$ cat config.mk
export PLATFORM = sky130hd
export DESIGN_NAME = md5_message_digest
export DESIGN_NICKNAME = d
export VERILOG_FILES = /design/src/sv/md5_pkg.sv /design/src/sv/md5_intake.sv /design/src/sv/md5_blk_queue.sv /design/src/sv/md5_engine.sv /design/src/sv/md5_message_digest.sv
export SDC_FILE = /design/constraint.sdc
export NUM_CORES = 2
export LEC_CHECK = 0
export BUFFER_PORTS_ARGS = -buffer_cell sky130_fd_sc_hd__clkbuf_2
export CORE_ASPECT_RATIO = 0.7
export CORE_MARGIN = 2
export CORE_UTILIZATION = 60
export DETAILED_ROUTE_END_ITERATION = 7
export PLACE_DENSITY_LB_ADDON = 0.25
export SLEW_MARGIN = 10
export SYNTH_ARGS = -nofsm -noshare
export SYNTH_HDL_FRONTEND = slang
export SYNTH_SLANG_ARGS = --single-unit
$ cat constraint.sdc
create_clock -name clk_i -period 20.2 [get_ports clk_i]
set_input_delay 4.04 -clock clk_i [delete_from_list [all_inputs] [get_ports clk_i]]
set_output_delay 4.04 -clock clk_i [all_outputs]
set_load 0.05 [all_outputs]
$ cat src/sv/md5_pkg.sv
`timescale 1ns / 1ps
`default_nettype none

package md5_pkg;

  // Chaining words after reset and after each digest.
  localparam logic [31:0] InitA = 32'h67452301;
  localparam logic [31:0] InitB = 32'hefcdab89;
  localparam logic [31:0] InitC = 32'h98badcfe;
  localparam logic [31:0] InitD = 32'h10325476;

  // Padding and block layout.
  localparam logic [7:0] PadMark    = 8'h80;
  localparam logic [5:0] LenBytePos = 6'd56;
  localparam logic [5:0] LastBytePos = 6'd63;
  localparam logic [1:0] QueueDepth = 2'd2;

  typedef struct packed {
    logic [7:0] data_byte;
    logic       has_data;
    logic       is_last;
  } in_item_t;

  typedef struct packed {
    logic [31:0] digest_word;
    logic [1:0]  word_index;
    logic        last_word;
  } out_item_t;

  // One finished block held in the buffer memory.
  typedef struct packed {
    logic slot;
    logic final_blk;
  } blk_desc_t;

  // Word write into the block buffer.
  typedef struct packed {
    logic        en;
    logic [4:0]  addr;
    logic [31:0] data;
  } buf_wr_t;

  typedef enum logic [1:0] {
    FR_INTAKE,
    FR_MARK,
    FR_ZERO,
    FR_LEN
  } front_state_e;

  typedef enum logic [2:0] {
    EN_IDLE,
    EN_PREP0,
    EN_PREP1,
    EN_ROUND,
    EN_FINISH
  } eng_state_e;

  // Sine-derived additive constant of each round.
  function automatic logic [31:0] round_k(input logic [5:0] r);
    logic [31:0] k;
    case (r)
      6'd0:  k = 32'hd76aa478;  6'd1:  k = 32'he8c7b756;
      6'd2:  k = 32'h242070db;  6'd3:  k = 32'hc1bdceee;
      6'd4:  k = 32'hf57c0faf;  6'd5:  k = 32'h4787c62a;
      6'd6:  k = 32'ha8304613;  6'd7:  k = 32'hfd469501;
      6'd8:  k = 32'h698098d8;  6'd9:  k = 32'h8b44f7af;
      6'd10: k = 32'hffff5bb1;  6'd11: k = 32'h895cd7be;
      6'd12: k = 32'h6b901122;  6'd13: k = 32'hfd987193;
      6'd14: k = 32'ha679438e;  6'd15: k = 32'h49b40821;
      6'd16: k = 32'hf61e2562;  6'd17: k = 32'hc040b340;
      6'd18: k = 32'h265e5a51;  6'd19: k = 32'he9b6c7aa;
      6'd20: k = 32'hd62f105d;  6'd21: k = 32'h02441453;
      6'd22: k = 32'hd8a1e681;  6'd23: k = 32'he7d3fbc8;
      6'd24: k = 32'h21e1cde6;  6'd25: k = 32'hc33707d6;
      6'd26: k = 32'hf4d50d87;  6'd27: k = 32'h455a14ed;
      6'd28: k = 32'ha9e3e905;  6'd29: k = 32'hfcefa3f8;
      6'd30: k = 32'h676f02d9;  6'd31: k = 32'h8d2a4c8a;
      6'd32: k = 32'hfffa3942;  6'd33: k = 32'h8771f681;
      6'd34: k = 32'h6d9d6122;  6'd35: k = 32'hfde5380c;
      6'd36: k = 32'ha4beea44;  6'd37: k = 32'h4bdecfa9;
      6'd38: k = 32'hf6bb4b60;  6'd39: k = 32'hbebfbc70;
      6'd40: k = 32'h289b7ec6;  6'd41: k = 32'heaa127fa;
      6'd42: k = 32'hd4ef3085;  6'd43: k = 32'h04881d05;
      6'd44: k = 32'hd9d4d039;  6'd45: k = 32'he6db99e5;
      6'd46: k = 32'h1fa27cf8;  6'd47: k = 32'hc4ac5665;
      6'd48: k = 32'hf4292244;  6'd49: k = 32'h432aff97;
      6'd50: k = 32'hab9423a7;  6'd51: k = 32'hfc93a039;
      6'd52: k = 32'h655b59c3;  6'd53: k = 32'h8f0ccc92;
      6'd54: k = 32'hffeff47d;  6'd55: k = 32'h85845dd1;
      6'd56: k = 32'h6fa87e4f;  6'd57: k = 32'hfe2ce6e0;
      6'd58: k = 32'ha3014314;  6'd59: k = 32'h4e0811a1;
      6'd60: k = 32'hf7537e82;  6'd61: k = 32'hbd3af235;
      6'd62: k = 32'h2ad7d2bb;  6'd63: k = 32'heb86d391;
      default: k = 32'h0;
    endcase
    return k;
  endfunction

  // Left rotation amount of each round.
  function automatic logic [4:0] round_rot(input logic [5:0] r);
    logic [4:0] s;
    case ({r[5:4], r[1:0]})
      4'd0:  s = 5'd7;   4'd1:  s = 5'd12;  4'd2:  s = 5'd17;  4'd3:  s = 5'd22;
      4'd4:  s = 5'd5;   4'd5:  s = 5'd9;   4'd6:  s = 5'd14;  4'd7:  s = 5'd20;
      4'd8:  s = 5'd4;   4'd9:  s = 5'd11;  4'd10: s = 5'd16;  4'd11: s = 5'd23;
      4'd12: s = 5'd6;   4'd13: s = 5'd10;  4'd14: s = 5'd15;  4'd15: s = 5'd21;
      default: s = 5'd0;
    endcase
    return s;
  endfunction

  // Message word used by each round.
  function automatic logic [3:0] round_word(input logic [5:0] r);
    logic [3:0] g;
    case (r[5:4])
      2'd0:    g = r[3:0];
      2'd1:    g = 4'(r[3:0] * 4'd5 + 4'd1);
      2'd2:    g = 4'(r[3:0] * 4'd3 + 4'd5);
      2'd3:    g = 4'(r[3:0] * 4'd7);
      default: g = r[3:0];
    endcase
    return g;
  endfunction

endpackage

`default_nettype wire

$ cat src/sv/md5_intake.sv
`timescale 1ns / 1ps
`default_nettype none

module md5_intake
  import md5_pkg::*;
(
  input  wire logic      clk_i,
  input  wire logic      rst_ni,
  input  wire logic      push,
  output logic           full,
  input  wire in_item_t  in_item_i,
  input  wire logic [1:0] q_count_i,
  output logic           q_push_o,
  output blk_desc_t      q_desc_o,
  output buf_wr_t        buf_wr_o
);

  front_state_e state_q, state_d;
  logic [5:0]  pos_q;
  logic [23:0] acc_q;
  logic        slot_q;
  logic [63:0] bit_count_q;
  logic [63:0] len_q;

  logic       slot_free;
  logic       accept;
  logic       byte_en;
  logic [7:0] byte_val;
  logic [5:0] pos_inc;
  logic [63:0] bit_count_inc;

  assign slot_free     = (q_count_i < QueueDepth);
  assign full          = !((state_q == FR_INTAKE) && slot_free);
  assign accept        = push && !full;
  assign pos_inc       = pos_q + 6'd1;
  assign bit_count_inc = bit_count_q + {60'd0, in_item_i.has_data, 3'b000};

  // Next state: intake, then the marker byte, zero fill and length bytes.
  always_comb begin
    state_d = state_q;
    case (state_q)
      FR_INTAKE: begin
        if (accept && in_item_i.is_last) state_d = FR_MARK;
      end
      FR_MARK: begin
        if (slot_free) state_d = (pos_inc == LenBytePos) ? FR_LEN : FR_ZERO;
      end
      FR_ZERO: begin
        if (slot_free && (pos_inc == LenBytePos)) state_d = FR_LEN;
      end
      FR_LEN: begin
        if (slot_free && (pos_q == LastBytePos)) state_d = FR_INTAKE;
      end
      default: state_d = FR_INTAKE;
    endcase
  end

  // Byte selection for the current state.
  always_comb begin
    byte_en  = 1'b0;
    byte_val = 8'h00;
    case (state_q)
      FR_INTAKE: begin
        byte_en  = accept && in_item_i.has_data;
        byte_val = in_item_i.data_byte;
      end
      FR_MARK: begin
        byte_en  = slot_free;
        byte_val = PadMark;
      end
      FR_ZERO: begin
        byte_en  = slot_free;
        byte_val = 8'h00;
      end
      FR_LEN: begin
        byte_en  = slot_free;
        byte_val = len_q[{pos_q[2:0], 3'b000} +: 8];
      end
      default: begin
        byte_en  = 1'b0;
        byte_val = 8'h00;
      end
    endcase
  end

  // Every fourth byte completes a little-endian word of the buffer.
  assign buf_wr_o.en   = byte_en && (pos_q[1:0] == 2'd3);
  assign buf_wr_o.addr = {slot_q, pos_q[5:2]};
  assign buf_wr_o.data = {byte_val, acc_q};

  // The last byte of a block hands the block to the engine.
  assign q_push_o           = byte_en && (pos_q == LastBytePos);
  assign q_desc_o.slot      = slot_q;
  assign q_desc_o.final_blk = (state_q == FR_LEN);

  always_ff @(posedge clk_i or negedge rst_ni) begin
    if (!rst_ni) begin
      state_q     <= FR_INTAKE;
      pos_q       <= 6'd0;
      slot_q      <= 1'b0;
      bit_count_q <= 64'd0;
    end else begin
      state_q <= state_d;
      if (byte_en) pos_q <= pos_inc;
      if (q_push_o) slot_q <= !slot_q;
      if (accept) begin
        bit_count_q <= in_item_i.is_last ? 64'd0 : bit_count_inc;
      end
    end
  end

  // Payload registers: partial word and latched message length.
  always_ff @(posedge clk_i) begin
    if (byte_en) acc_q <= {byte_val, acc_q[23:8]};
    if (accept && in_item_i.is_last) len_q <= bit_count_inc;
  end

endmodule

`default_nettype wire

$ cat src/sv/md5_blk_queue.sv
`timescale 1ns / 1ps
`default_nettype none

module md5_blk_queue
  import md5_pkg::*;
(
  input  wire logic      clk_i,
  input  wire logic      rst_ni,
  input  wire logic      push_i,
  input  wire blk_desc_t desc_i,
  input  wire logic      pop_i,
  output blk_desc_t      head_o,
  output logic [1:0]     count_o
);

  blk_desc_t  entry_q [2];
  logic       wr_ptr_q;
  logic       rd_ptr_q;
  logic [1:0] count_q;

  assign head_o  = entry_q[rd_ptr_q];
  assign count_o = count_q;

  // Two-entry ring of finished blocks; the writer never pushes when full.
  always_ff @(posedge clk_i or negedge rst_ni) begin
    if (!rst_ni) begin
      wr_ptr_q <= 1'b0;
      rd_ptr_q <= 1'b0;
      count_q  <= 2'd0;
    end else begin
      if (push_i) wr_ptr_q <= !wr_ptr_q;
      if (pop_i) rd_ptr_q <= !rd_ptr_q;
      count_q <= count_q + {1'b0, push_i} - {1'b0, pop_i};
    end
  end

  always_ff @(posedge clk_i) begin
    if (push_i) entry_q[wr_ptr_q] <= desc_i;
  end

endmodule

`default_nettype wire

$ cat src/sv/md5_engine.sv
`timescale 1ns / 1ps
`default_nettype none

module md5_engine
  import md5_pkg::*;
(
  input  wire logic      clk_i,
  input  wire logic      rst_ni,
  input  wire buf_wr_t   buf_wr_i,
  input  wire blk_desc_t head_i,
  input  wire logic [1:0] q_count_i,
  output logic           q_pop_o,
  input  wire logic      pop,
  output logic           out_valid_o,
  output out_item_t      out_item_o
);

  // Block buffer: two slots of sixteen words.
  logic [31:0] mem_q [32];
  logic [31:0] rd_q;
  logic [4:0]  rd_addr;

  eng_state_e  state_q, state_d;
  logic [5:0]  round_q;
  logic [31:0] chain_q [4];
  logic [31:0] a_q, b_q, c_q, d_q;
  logic [31:0] pre_q;
  logic [31:0] digest_q [4];
  logic        out_valid_q;
  logic [1:0]  out_idx_q;

  logic [31:0] f_val;
  logic [31:0] mix;
  logic [63:0] mix_dup;
  logic [31:0] b_new;
  logic [5:0]  rd_round;
  logic        can_finish;

  always_ff @(posedge clk_i) begin
    if (buf_wr_i.en) mem_q[buf_wr_i.addr] <= buf_wr_i.data;
    rd_q <= mem_q[rd_addr];
  end

  assign can_finish = !head_i.final_blk || !out_valid_q;

  // Next state of the round sequencer.
  always_comb begin
    state_d = state_q;
    case (state_q)
      EN_IDLE:   if (q_count_i != 2'd0) state_d = EN_PREP0;
      EN_PREP0:  state_d = EN_PREP1;
      EN_PREP1:  state_d = EN_ROUND;
      EN_ROUND:  if (round_q == 6'd63) state_d = EN_FINISH;
      EN_FINISH: if (can_finish) state_d = EN_IDLE;
      default:   state_d = EN_IDLE;
    endcase
  end

  // Word reads run two rounds ahead of the round being computed.
  always_comb begin
    case (state_q)
      EN_PREP0: rd_round = 6'd0;
      EN_PREP1: rd_round = 6'd1;
      default:  rd_round = round_q + 6'd2;
    endcase
    rd_addr = {head_i.slot, round_word(rd_round)};
    q_pop_o = (state_q == EN_FINISH) && can_finish;
  end

  // One compression round.
  always_comb begin
    case (round_q[5:4])
      2'd0:    f_val = (b_q & c_q) | (~b_q & d_q);
      2'd1:    f_val = (d_q & b_q) | (~d_q & c_q);
      2'd2:    f_val = b_q ^ c_q ^ d_q;
      2'd3:    f_val = c_q ^ (b_q | ~d_q);
      default: f_val = 32'h0;
    endcase
    mix     = f_val + pre_q;
    mix_dup = {mix, mix} << round_rot(round_q);
    b_new   = b_q + mix_dup[63:32];
  end

  always_ff @(posedge clk_i or negedge rst_ni) begin
    if (!rst_ni) begin
      state_q     <= EN_IDLE;
      round_q     <= 6'd0;
      chain_q[0]  <= InitA;
      chain_q[1]  <= InitB;
      chain_q[2]  <= InitC;
      chain_q[3]  <= InitD;
      out_valid_q <= 1'b0;
      out_idx_q   <= 2'd0;
    end else begin
      state_q <= state_d;
      if (state_q == EN_ROUND) round_q <= round_q + 6'd1;
      // Fold the block into the chain, or restart it after the last block.
      if (q_pop_o) begin
        if (head_i.final_blk) begin
          chain_q[0] <= InitA;
          chain_q[1] <= InitB;
          chain_q[2] <= InitC;
          chain_q[3] <= InitD;
        end else begin
          chain_q[0] <= chain_q[0] + a_q;
          chain_q[1] <= chain_q[1] + b_q;
          chain_q[2] <= chain_q[2] + c_q;
          chain_q[3] <= chain_q[3] + d_q;
        end
      end
      // Publish a finished digest, or step through the one being read out.
      if (q_pop_o && head_i.final_blk) begin
        out_valid_q <= 1'b1;
        out_idx_q   <= 2'd0;
      end else if (pop && out_valid_q) begin
        out_idx_q <= out_idx_q + 2'd1;
        if (out_idx_q == 2'd3) out_valid_q <= 1'b0;
      end
    end
  end

  // Working variables and the precomputed a + K + word sum.
  always_ff @(posedge clk_i) begin
    case (state_q)
      EN_PREP0: begin
        a_q <= chain_q[0];
        b_q <= chain_q[1];
        c_q <= chain_q[2];
        d_q <= chain_q[3];
      end
      EN_PREP1: begin
        pre_q <= a_q + round_k(6'd0) + rd_q;
      end
      EN_ROUND: begin
        pre_q <= d_q + round_k(round_q + 6'd1) + rd_q;
        a_q   <= d_q;
        d_q   <= c_q;
        c_q   <= b_q;
        b_q   <= b_new;
      end
      default: begin
      end
    endcase
    if (q_pop_o && head_i.final_blk) begin
      digest_q[0] <= chain_q[0] + a_q;
      digest_q[1] <= chain_q[1] + b_q;
      digest_q[2] <= chain_q[2] + c_q;
      digest_q[3] <= chain_q[3] + d_q;
    end
  end

  assign out_valid_o            = out_valid_q;
  assign out_item_o.digest_word = digest_q[out_idx_q];
  assign out_item_o.word_index  = out_idx_q;
  assign out_item_o.last_word   = (out_idx_q == 2'd3);

endmodule

`default_nettype wire

$ cat src/sv/md5_message_digest.sv
`timescale 1ns / 1ps
`default_nettype none
// Throughput: one byte per cycle at intake while full is low; the round engine
// computes one round per cycle and limits the rate for whole blocks.
// After a last item, padding runs one byte per cycle while a queue slot is free;
// then up to two blocks are compressed before the first digest word is shown.
// Reset: chaining words take the initial values and the bit count clears;
// the block buffer is not cleared, since every word is written before use.

module md5_message_digest
  import md5_pkg::*;
(
  input  wire logic     clk_i,
  input  wire logic     rst_ni,
  input  wire logic     push,
  output logic          full,
  input  wire in_item_t in_item_i,
  output logic          empty,
  input  wire logic     pop,
  output out_item_t     out_item_o
);

  logic       q_push;
  logic       q_pop;
  blk_desc_t  q_desc;
  blk_desc_t  q_head;
  logic [1:0] q_count;
  buf_wr_t    buf_wr;
  logic       out_valid;

  // Front: gathers bytes into words and appends the padding.
  md5_intake u_intake (
    .clk_i     (clk_i),
    .rst_ni    (rst_ni),
    .push      (push),
    .full      (full),
    .in_item_i (in_item_i),
    .q_count_i (q_count),
    .q_push_o  (q_push),
    .q_desc_o  (q_desc),
    .buf_wr_o  (buf_wr)
  );

  // Queue of finished blocks waiting for compression.
  md5_blk_queue u_queue (
    .clk_i   (clk_i),
    .rst_ni  (rst_ni),
    .push_i  (q_push),
    .desc_i  (q_desc),
    .pop_i   (q_pop),
    .head_o  (q_head),
    .count_o (q_count)
  );

  // Back: compression rounds and digest output.
  md5_engine u_engine (
    .clk_i       (clk_i),
    .rst_ni      (rst_ni),
    .buf_wr_i    (buf_wr),
    .head_i      (q_head),
    .q_count_i   (q_count),
    .q_pop_o     (q_pop),
    .pop         (pop),
    .out_valid_o (out_valid),
    .out_item_o  (out_item_o)
  );

  assign empty = !out_valid;

endmodule

`default_nettype wire

Word-level counts from Yosys, hierarchy flattened
Memory sizes are Yosys's and may differ from the RTL's. A register that Yosys moved wholly into a read port is not among the register bits.
Index checks and enable logic that the tools add are counted.
{"block": "classes", "n_mux": 34, "eq_ne": 25, "shifts": 2, "add_sub_neg": 19, "mul": 3, "bitwise_logic": 12, "n_lt_le_gt_ge": 1, "n_reduce_logical": 31}
{"operator": "32-bit one-hot mux with 2 select lines", "count": 5}
{"operator": "32-bit adder", "count": 9}
{"operator": "32-bit bitwise AND", "count": 4}
{"operator": "128-bit 2-to-1 mux", "count": 1}
{"operator": "32-bit one-hot mux with 4 select lines", "count": 1}
{"operator": "32-bit bitwise OR", "count": 3}
{"operator": "32-bit bitwise XOR", "count": 3}
{"operator": "64-bit by 4-bit adder with 64-bit output", "count": 1}
{"operator": "64-bit 2-to-1 mux", "count": 1}
{"operator": "32-bit inverter", "count": 2}
{"operator": "64-bit by 7-bit indexed part select with 8-bit output", "count": 1}
{"operator": "64-bit by 5-bit left shift with 64-bit output", "count": 1}
{"operator": "32-bit adder (second input constant)", "count": 1}
{"operator": "32-bit 2-to-1 mux", "count": 1}
{"operator": "8-bit one-hot mux with 4 select lines", "count": 1}
{"operator": "6-bit == test (second input constant)", "count": 3}
{"operator": "2-bit == test (second input constant)", "count": 8}
{"operator": "4-bit one-hot mux with 4 select lines", "count": 1}
{"operator": "3-bit one-hot mux with 5 select lines", "count": 1}
{"operator": "6-bit by 1-bit adder with 6-bit output (second input constant)", "count": 2}
{"operator": "2-bit 2-to-1 mux", "count": 6}
{"operator": "6-bit one-hot mux with 2 select lines", "count": 1}
{"operator": "1-bit logical AND", "count": 11}
{"operator": "1-bit 2-to-1 mux", "count": 10}
{"operator": "27 further kinds", "count": 49}
{"block": "totals", "inputBits": 14, "word_cells": 154, "reg_bits": 465, "memories": 5, "mem_bits_rw": 1156, "rom_bits": 2128, "output_inout_bits": 37}
{"memory": "(no name shown)", "words": 64, "width": 32, "rd": 1, "rd_ports_with_merged_regs": 0, "write_ports": 0, "line": "md5_pkg.sv:61", "rtl": "case (r)"}
{"memory": "u_engine.mem_q", "words": 32, "width": 32, "rd": 1, "rd_ports_with_merged_regs": 1, "write_ports": 1, "line": "md5_engine.sv:19", "rtl": "logic [31:0] mem_q [32];"}
{"memory": "u_engine.digest_q", "words": 4, "width": 32, "rd": 1, "rd_ports_with_merged_regs": 0, "write_ports": 4, "line": "md5_engine.sv:28", "rtl": "logic [31:0] digest_q [4];"}
{"memory": "(no name shown)", "words": 16, "width": 5, "rd": 1, "rd_ports_with_merged_regs": 0, "write_ports": 0, "line": "md5_pkg.sv:102", "rtl": "case ({r[5:4], r[1:0]})"}
{"memory": "u_queue.entry_q", "words": 2, "width": 2, "rd": 1, "rd_ports_with_merged_regs": 0, "write_ports": 1, "line": "md5_blk_queue.sv:16", "rtl": "blk_desc_t entry_q [2];"}

Logic depth before layout (Yosys ltp)
{"block": "depth", "word_depth": 8, "ltp_mapped": 38, "depth_no_buf": 33}

By module
A second synthesis with hierarchy kept.
{"block": "hier_totals", "hier_cells": 6499, "hier_area_um2": 85859.8}
{"module": "md5_engine", "cells_each": 5783, "n_inst": 1, "seq_area_each_um2": 43621.8, "area_each_um2": 77610.7}
{"module": "md5_intake", "cells_each": 696, "n_inst": 1, "seq_area_each_um2": 4304.1, "area_each_um2": 7916.3}
{"module": "md5_blk_queue", "cells_each": 19, "n_inst": 1, "seq_area_each_um2": 220.2, "area_each_um2": 329.1}
{"module": "md5_message_digest", "cells_each": 1, "n_inst": 1, "seq_area_each_um2": 0.0, "area_each_um2": 3.8}

Worst setup path before layout
OpenSTA, ideal clock, no wires.
{"block": "synth_timing", "kind": "reg-to-reg", "start": "register u_engine.state_q[2]", "end": "register u_engine.rd_q[10] (read register of u_engine.mem_q)", "stages_incl_launch_ff": 18, "arrival_ns": 9.008, "path_buffers": 3, "setup_slack_ns": 11.135, "required_ns": 20.142, "path_cell_list": "dfrtp_1 -> clkbuf_1 -> nor2b_1 -> nor2_1 -> a21oi_1 -> inv_1 -> ha_1 -> ha_1 -> xor2_1 -> or3_1 -> a21oi_1 -> a21oi_1 -> a21oi_1 -> clkbuf_1 -> clkbuf_1 -> a211oi_1 -> a211oi_1 -> a21o_1"}
{"block": "synth_between", "elab_chain_len": 5, "elab_cells_between_ends": 13, "classes_between": "add/sub (2); mul (3); eq/ne (5); mux (2); reduce/logical (1)"}
{"item": "start: declaration", "line": "md5_engine.sv:23", "rtl": "eng_state_e state_q, state_d;"}
{"item": "start signal: assignment", "line": "md5_engine.sv:95", "rtl": "state_q <= state_d;"}
{"item": "3-bit by 2-bit == test with 1-bit output or 3-bit by 1-bit == test with 1-bit output (tied branches)", "line": "md5_engine.sv:61", "rtl": "case (state_q)"}
{"item": "6-bit one-hot mux with 2 select lines *", "line": "md5_engine.sv:61"}
{"item": "4-bit by 2-bit multiplier with 4-bit output or 4-bit by 3-bit multiplier with 4-bit output (tied branches)", "line": "md5_pkg.sv:118, md5_pkg.sv:117"}
{"item": "4-bit by 3-bit adder with 4-bit output or 4-bit by 1-bit adder with 4-bit output (tied branches)", "line": "md5_pkg.sv:118, md5_pkg.sv:117"}
{"item": "4-bit one-hot mux with 4 select lines *", "line": "md5_pkg.sv:115", "rtl": "case (r[5:4])"}
{"item": "end: declaration", "line": "md5_engine.sv:20", "rtl": "logic [31:0] rd_q;"}
Every way passes the cells marked *; elsewhere a longest branch is shown, timed or not.
A chain may end at the register's enable or synchronous reset.

Final worst setup path
{"block": "layout_timing", "start": "register u_engine.round_q[5]", "end": "register u_engine.b_q[30], data pin"}
{"block": "layout_between", "elab_chain_len": 6, "elab_cells_between_ends": 10, "classes_between": "add/sub (2); eq/ne (3); shift (1); mux (2); reduce/logical (1); memory (1)"}
{"item": "start: declaration", "line": "md5_engine.sv:24", "rtl": "logic [5:0] round_q;"}
{"item": "start signal: assignment", "line": "md5_engine.sv:96", "rtl": "if (state_q == EN_ROUND) round_q <= round_q + 6'd1;"}
{"item": "2-bit == test (tied with other cells)", "line": "md5_engine.sv:72", "rtl": "case (round_q[5:4])"}
{"item": "32-bit one-hot mux with 4 select lines", "line": "md5_engine.sv:72"}
{"item": "32-bit adder", "line": "md5_engine.sv:79", "rtl": "mix = f_val + pre_q;"}
{"item": "64-bit by 5-bit left shift with 64-bit output *", "line": "md5_engine.sv:80", "rtl": "mix_dup = {mix, mix} << round_rot(round_q);"}
{"item": "32-bit adder *", "line": "md5_engine.sv:81", "rtl": "b_new = b_q + mix_dup[63:32];"}
{"item": "32-bit one-hot mux with 2 select lines *", "line": "md5_engine.sv:124", "rtl": "case (state_q)"}
{"item": "end signal: assignment", "line": "md5_engine.sv:127", "rtl": "b_q <= chain_q[1];"}
{"item": "end signal: assignment", "line": "md5_engine.sv:139", "rtl": "b_q <= b_new;"}
{"item": "end: declaration", "line": "md5_engine.sv:26", "rtl": "logic [31:0] a_q, b_q, c_q, d_q;"}
Marks and branches as above.

==> results.md <==
* GR Util All Layers at 34.8%
* CTS Hold Bufs at 0
* RSZ-0062 raised after global routing: no
* Mapped Cells at 7828
* Final hold vios at 0
* Area contributors post-synth: edfxtp_1 (49%), nand2_1 (5.0%), ha_1 (4.6%), dfrtp_1 (4.3%), a211oi_1 (3.5%)
* Pre-CTS setup slack at 10.69 ns
* Core Box Area at 0.143 mm^2
* Multiplexer share of the synthesized area at 2.80%
* Share of layout cells above drive strength 1 at 8.19%
* Postcts setup bufs at 0
* Synth Area in Compound Gates at 17.7%
* Max_cap viols at 0
* Synth top area share at 48.6%
* Initial antenna violation count at 3
* Sequential cell area fraction in the yosys report at 55.6%
* Crit-path slowest cell: a311oi_1
* CTS tree: built
* Vias at 64800
* Async SR Flop Fraction at 13.0%
* Final Net Count at 8049
* Layout area overhead at 8.20%
* Largest net degree at the start of global routing at 220
* ANT nets after route at 0
* Chip Width at 458 um
* HP Class: register to register
* Fillers at 10800
* Ys flop type: edfxtp_1
* EDFF count, synth at 1401
* Clock root cell: clkbuf_16
* Vias in the first global route at 59800
* Cell variety after synth at 101
* DRC Markers at 0
* Vias per std cell at 6.68
* Net Count, Synth at 8203
* Synthesized area at 0.0865 mm^2
* Worst setup EP type: register
* 1st-pass router iterations at 6
* Final Skew at 0.0519 ns
* Status: finished clean
* CTS buffer count at 155
* Synth Register Bits at 1647
* Fmax at 100 MHz
* WL/cell at 26.7 um
* Power per cell area at 69.8 mW/mm^2
* Port Buf Inserts at 50
* Post-CTS Resized at 0
* FP Rows at 116
* Placed Cells at 9405
* Static leakage at 35.1 nW
* Synth warn at 0
* DRT iter0 DRCs at 9297
* H-tree depth at 4
* Worst EP required at 20.76 ns
* Worst EP arrival at 10.54 ns
* Clock buffer depth at 3
* Largest delay share family, worst path: compound AO/OA/AOI/OAI gates
* Crit path kind: register to register
* Diode count at 0
* Placed wire-length estimate at 163000 um
* CP Buf/Inv Count at 1
* Final setup vio count at 0
* Overflow after GRT at 0
* Clock Sinks at 1647
* Synthesized area per cell at 11.1 um^2
* Cell mode on critical path: a21oi_1
* Area share of xor/xnor cells in the synthesized design at 3.18%
* Main combinational cell family by area after synthesis: compound AO/OA/AOI/OAI gates
* Clock edge transition at the registers on the reported setup and hold paths at 0.06 ns
* Finished Layout Cells at 9694
* Worst slew pin tran at 1.26 ns
* Startpoint Class: register
* Total Die Area at 0.147 mm^2
* Io pins at 51
* Adder-cell share of the synthesized area at 5.57%
* Synth area leader: edfxtp_1
* Global-route wire length before repair at 385000 um
* Worst rel slew slack at 15.3%
* Period utilization at 49.4%
* Final setup margin at 10.21 ns
* Worst Path Max Fanout at 73
* Max incr delay on CP at 1.08 ns
* Simple-gate share of the synthesized area at 11.7%
* Routed WL at 259000 um
* Maximum vdd drop at 81.5 uV
* Total Neg Setup Slack at 0 ns
* Fin crit period at 9.99 ns
* Starting density of the core at 60.5%
* Worst skew pair latency at 0.84 ns
* Fin. max-slew vios at 0
* RePlAce Congestion at 0.995
* Power Total at 0.00653 W
* DIE HEIGHT at 322 um
[sequential cells by signal, summed over array words and instances (netlist names), 24 cells and up]
name,count
u_engine.pre_q,32
u_engine.mem_q,1024
u_engine.chain_q,128
u_engine.d_q,32
u_engine.digest_q,128
u_engine.c_q,32
u_intake.acc_q,24
u_intake.bit_count_q,61
u_engine.b_q,32
u_engine.rd_q,32
u_intake.len_q,61
u_engine.a_q,32
[stage by stage]
step | hold WS (ns) | area, um^2 | utilization (%)
after floorplan | 0.454 | 86500 | -
after global placement | 0.469 | 88800 | 62.0
after detailed placement | 0.482 | 88800 | 62.0
after CTS | 0.496 | 93600 | 65.4
after global routing | 0.512 | 93600 | 65.4
final | 0.494 | 93600 | 65.4
[path summary, 6_finish.rpt]
| kind | startpoint | endpoint | slack (ns) | depth (start not counted) |
|---|---|---|---|---|
| max in group asynchronous | rst_ni | u_engine.out_idx_q[1]$_DFFE_PN0P_ | 14.28 | 4 |
| min in group asynchronous | rst_ni | u_engine.chain_q[69]$_DFFE_PN0P_ | 3.17 | 1 |
| min reg2reg | u_intake.bit_count_q[3]$_DFFE_PN0P_ | u_intake.bit_count_q[3]$_DFFE_PN0P_ | 0.49 | 2 |
| max | u_engine.round_q[5]$_DFFE_PN0P_ | u_engine.b_q[30]$_DFFE_PP_ | 10.21 | 33 |
| min | u_intake.bit_count_q[3]$_DFFE_PN0P_ | u_intake.bit_count_q[3]$_DFFE_PN0P_ | 0.49 | 2 |
| max reg2reg | u_engine.round_q[5]$_DFFE_PN0P_ | u_engine.b_q[30]$_DFFE_PP_ | 10.21 | 33 |
[power breakdown]
part           internal, W  switching [W]   total, W
Combinational   0.00000432      0.0000237  0.0000281
Clock              0.00151        0.00135    0.00286
Sequential         0.00365    0.000000469    0.00365
Total              0.00516        0.00137    0.00653
[synth_stat cells (all sizes together), types with 150 or more instances]
library cell	instances
inv	294
nor2	421
ha	320
a21oi	552
o21ai	374
edfxtp	1401
nand2	1150
a31oi	213
clkbuf	382
dfrtp	150
and2	285
a211oi	400
a21o	151
xnor2	204
[tightest hold or removal path: stages (launching register included)]
cell and delay, ns:
dfrtp_1 0.35, nand2_1 0.05, o21ai_0 0.06
[cell type report]
cell class,instances,area (um^2),area share [%]
Inverter,296,1110,1.19
Tap cell,1888,2360,2.52
Multi-Input combinational cell,5405,35900,38.4
Sequential cell,1647,48200,51.4
Timing Repair Buffer,169,1230,1.31
Clock buffer,197,4100,4.38
Clock inverter,92,754,0.806
[kinds of logic after synthesis]
group | after synthesis
xor+xnor | 313
buf+inv | 776
fa+ha+maj | 361
compound gates | 2304
simple gates | 2262
flops | 1647
mux | 165
[per-layer routing]
metal | vias up | routed length, um | GRT usage, %
li1 | 28900 | - | -
met1 | 31800 | 113000 | 54.5
met2 | 3739 | 104000 | 46.7
met3 | 371 | 34500 | 10.2
met4 | 4 | 6270 | 9.44
met5 | - | 27 | 0
[cells in the final DEF (no fill, tap or decap), types with 29 or more instances in the layout]
| cell | n |
|---|---|
| a211oi_1 | 400 |
| a21o_1 | 151 |
| a21oi_1 | 549 |
| a221oi_1 | 44 |
| a22o_1 | 82 |
| a311oi_1 | 142 |
| a31oi_1 | 213 |
| and2_1 | 283 |
| and3_1 | 32 |
| buf_4 | 113 |
| clkbuf_1 | 38 |
| clkbuf_16 | 157 |
| clkbuf_2 | 49 |
| clkinv_1 | 37 |
| clkinv_2 | 29 |
| dfrtp_1 | 146 |
| dfstp_2 | 64 |
| dfxtp_1 | 32 |
| edfxtp_1 | 1401 |
| fa_1 | 41 |
| ha_1 | 319 |
| inv_1 | 292 |
| mux2i_1 | 80 |
| mux4_2 | 59 |
| nand2_1 | 1149 |
| nand2b_1 | 39 |
| nand3_1 | 92 |
| nand4_1 | 30 |
| nor2_1 | 384 |
| nor2_4 | 36 |
| nor2b_1 | 33 |
| nor3_1 | 85 |
| o211ai_1 | 42 |
| o21a_1 | 35 |
| o21ai_0 | 348 |
| o21bai_1 | 33 |
| o22a_1 | 64 |
| o31ai_1 | 34 |
| xnor2_1 | 197 |
| xor2_1 | 108 |
Note: power is estimated with default switching activity, not from simulation.
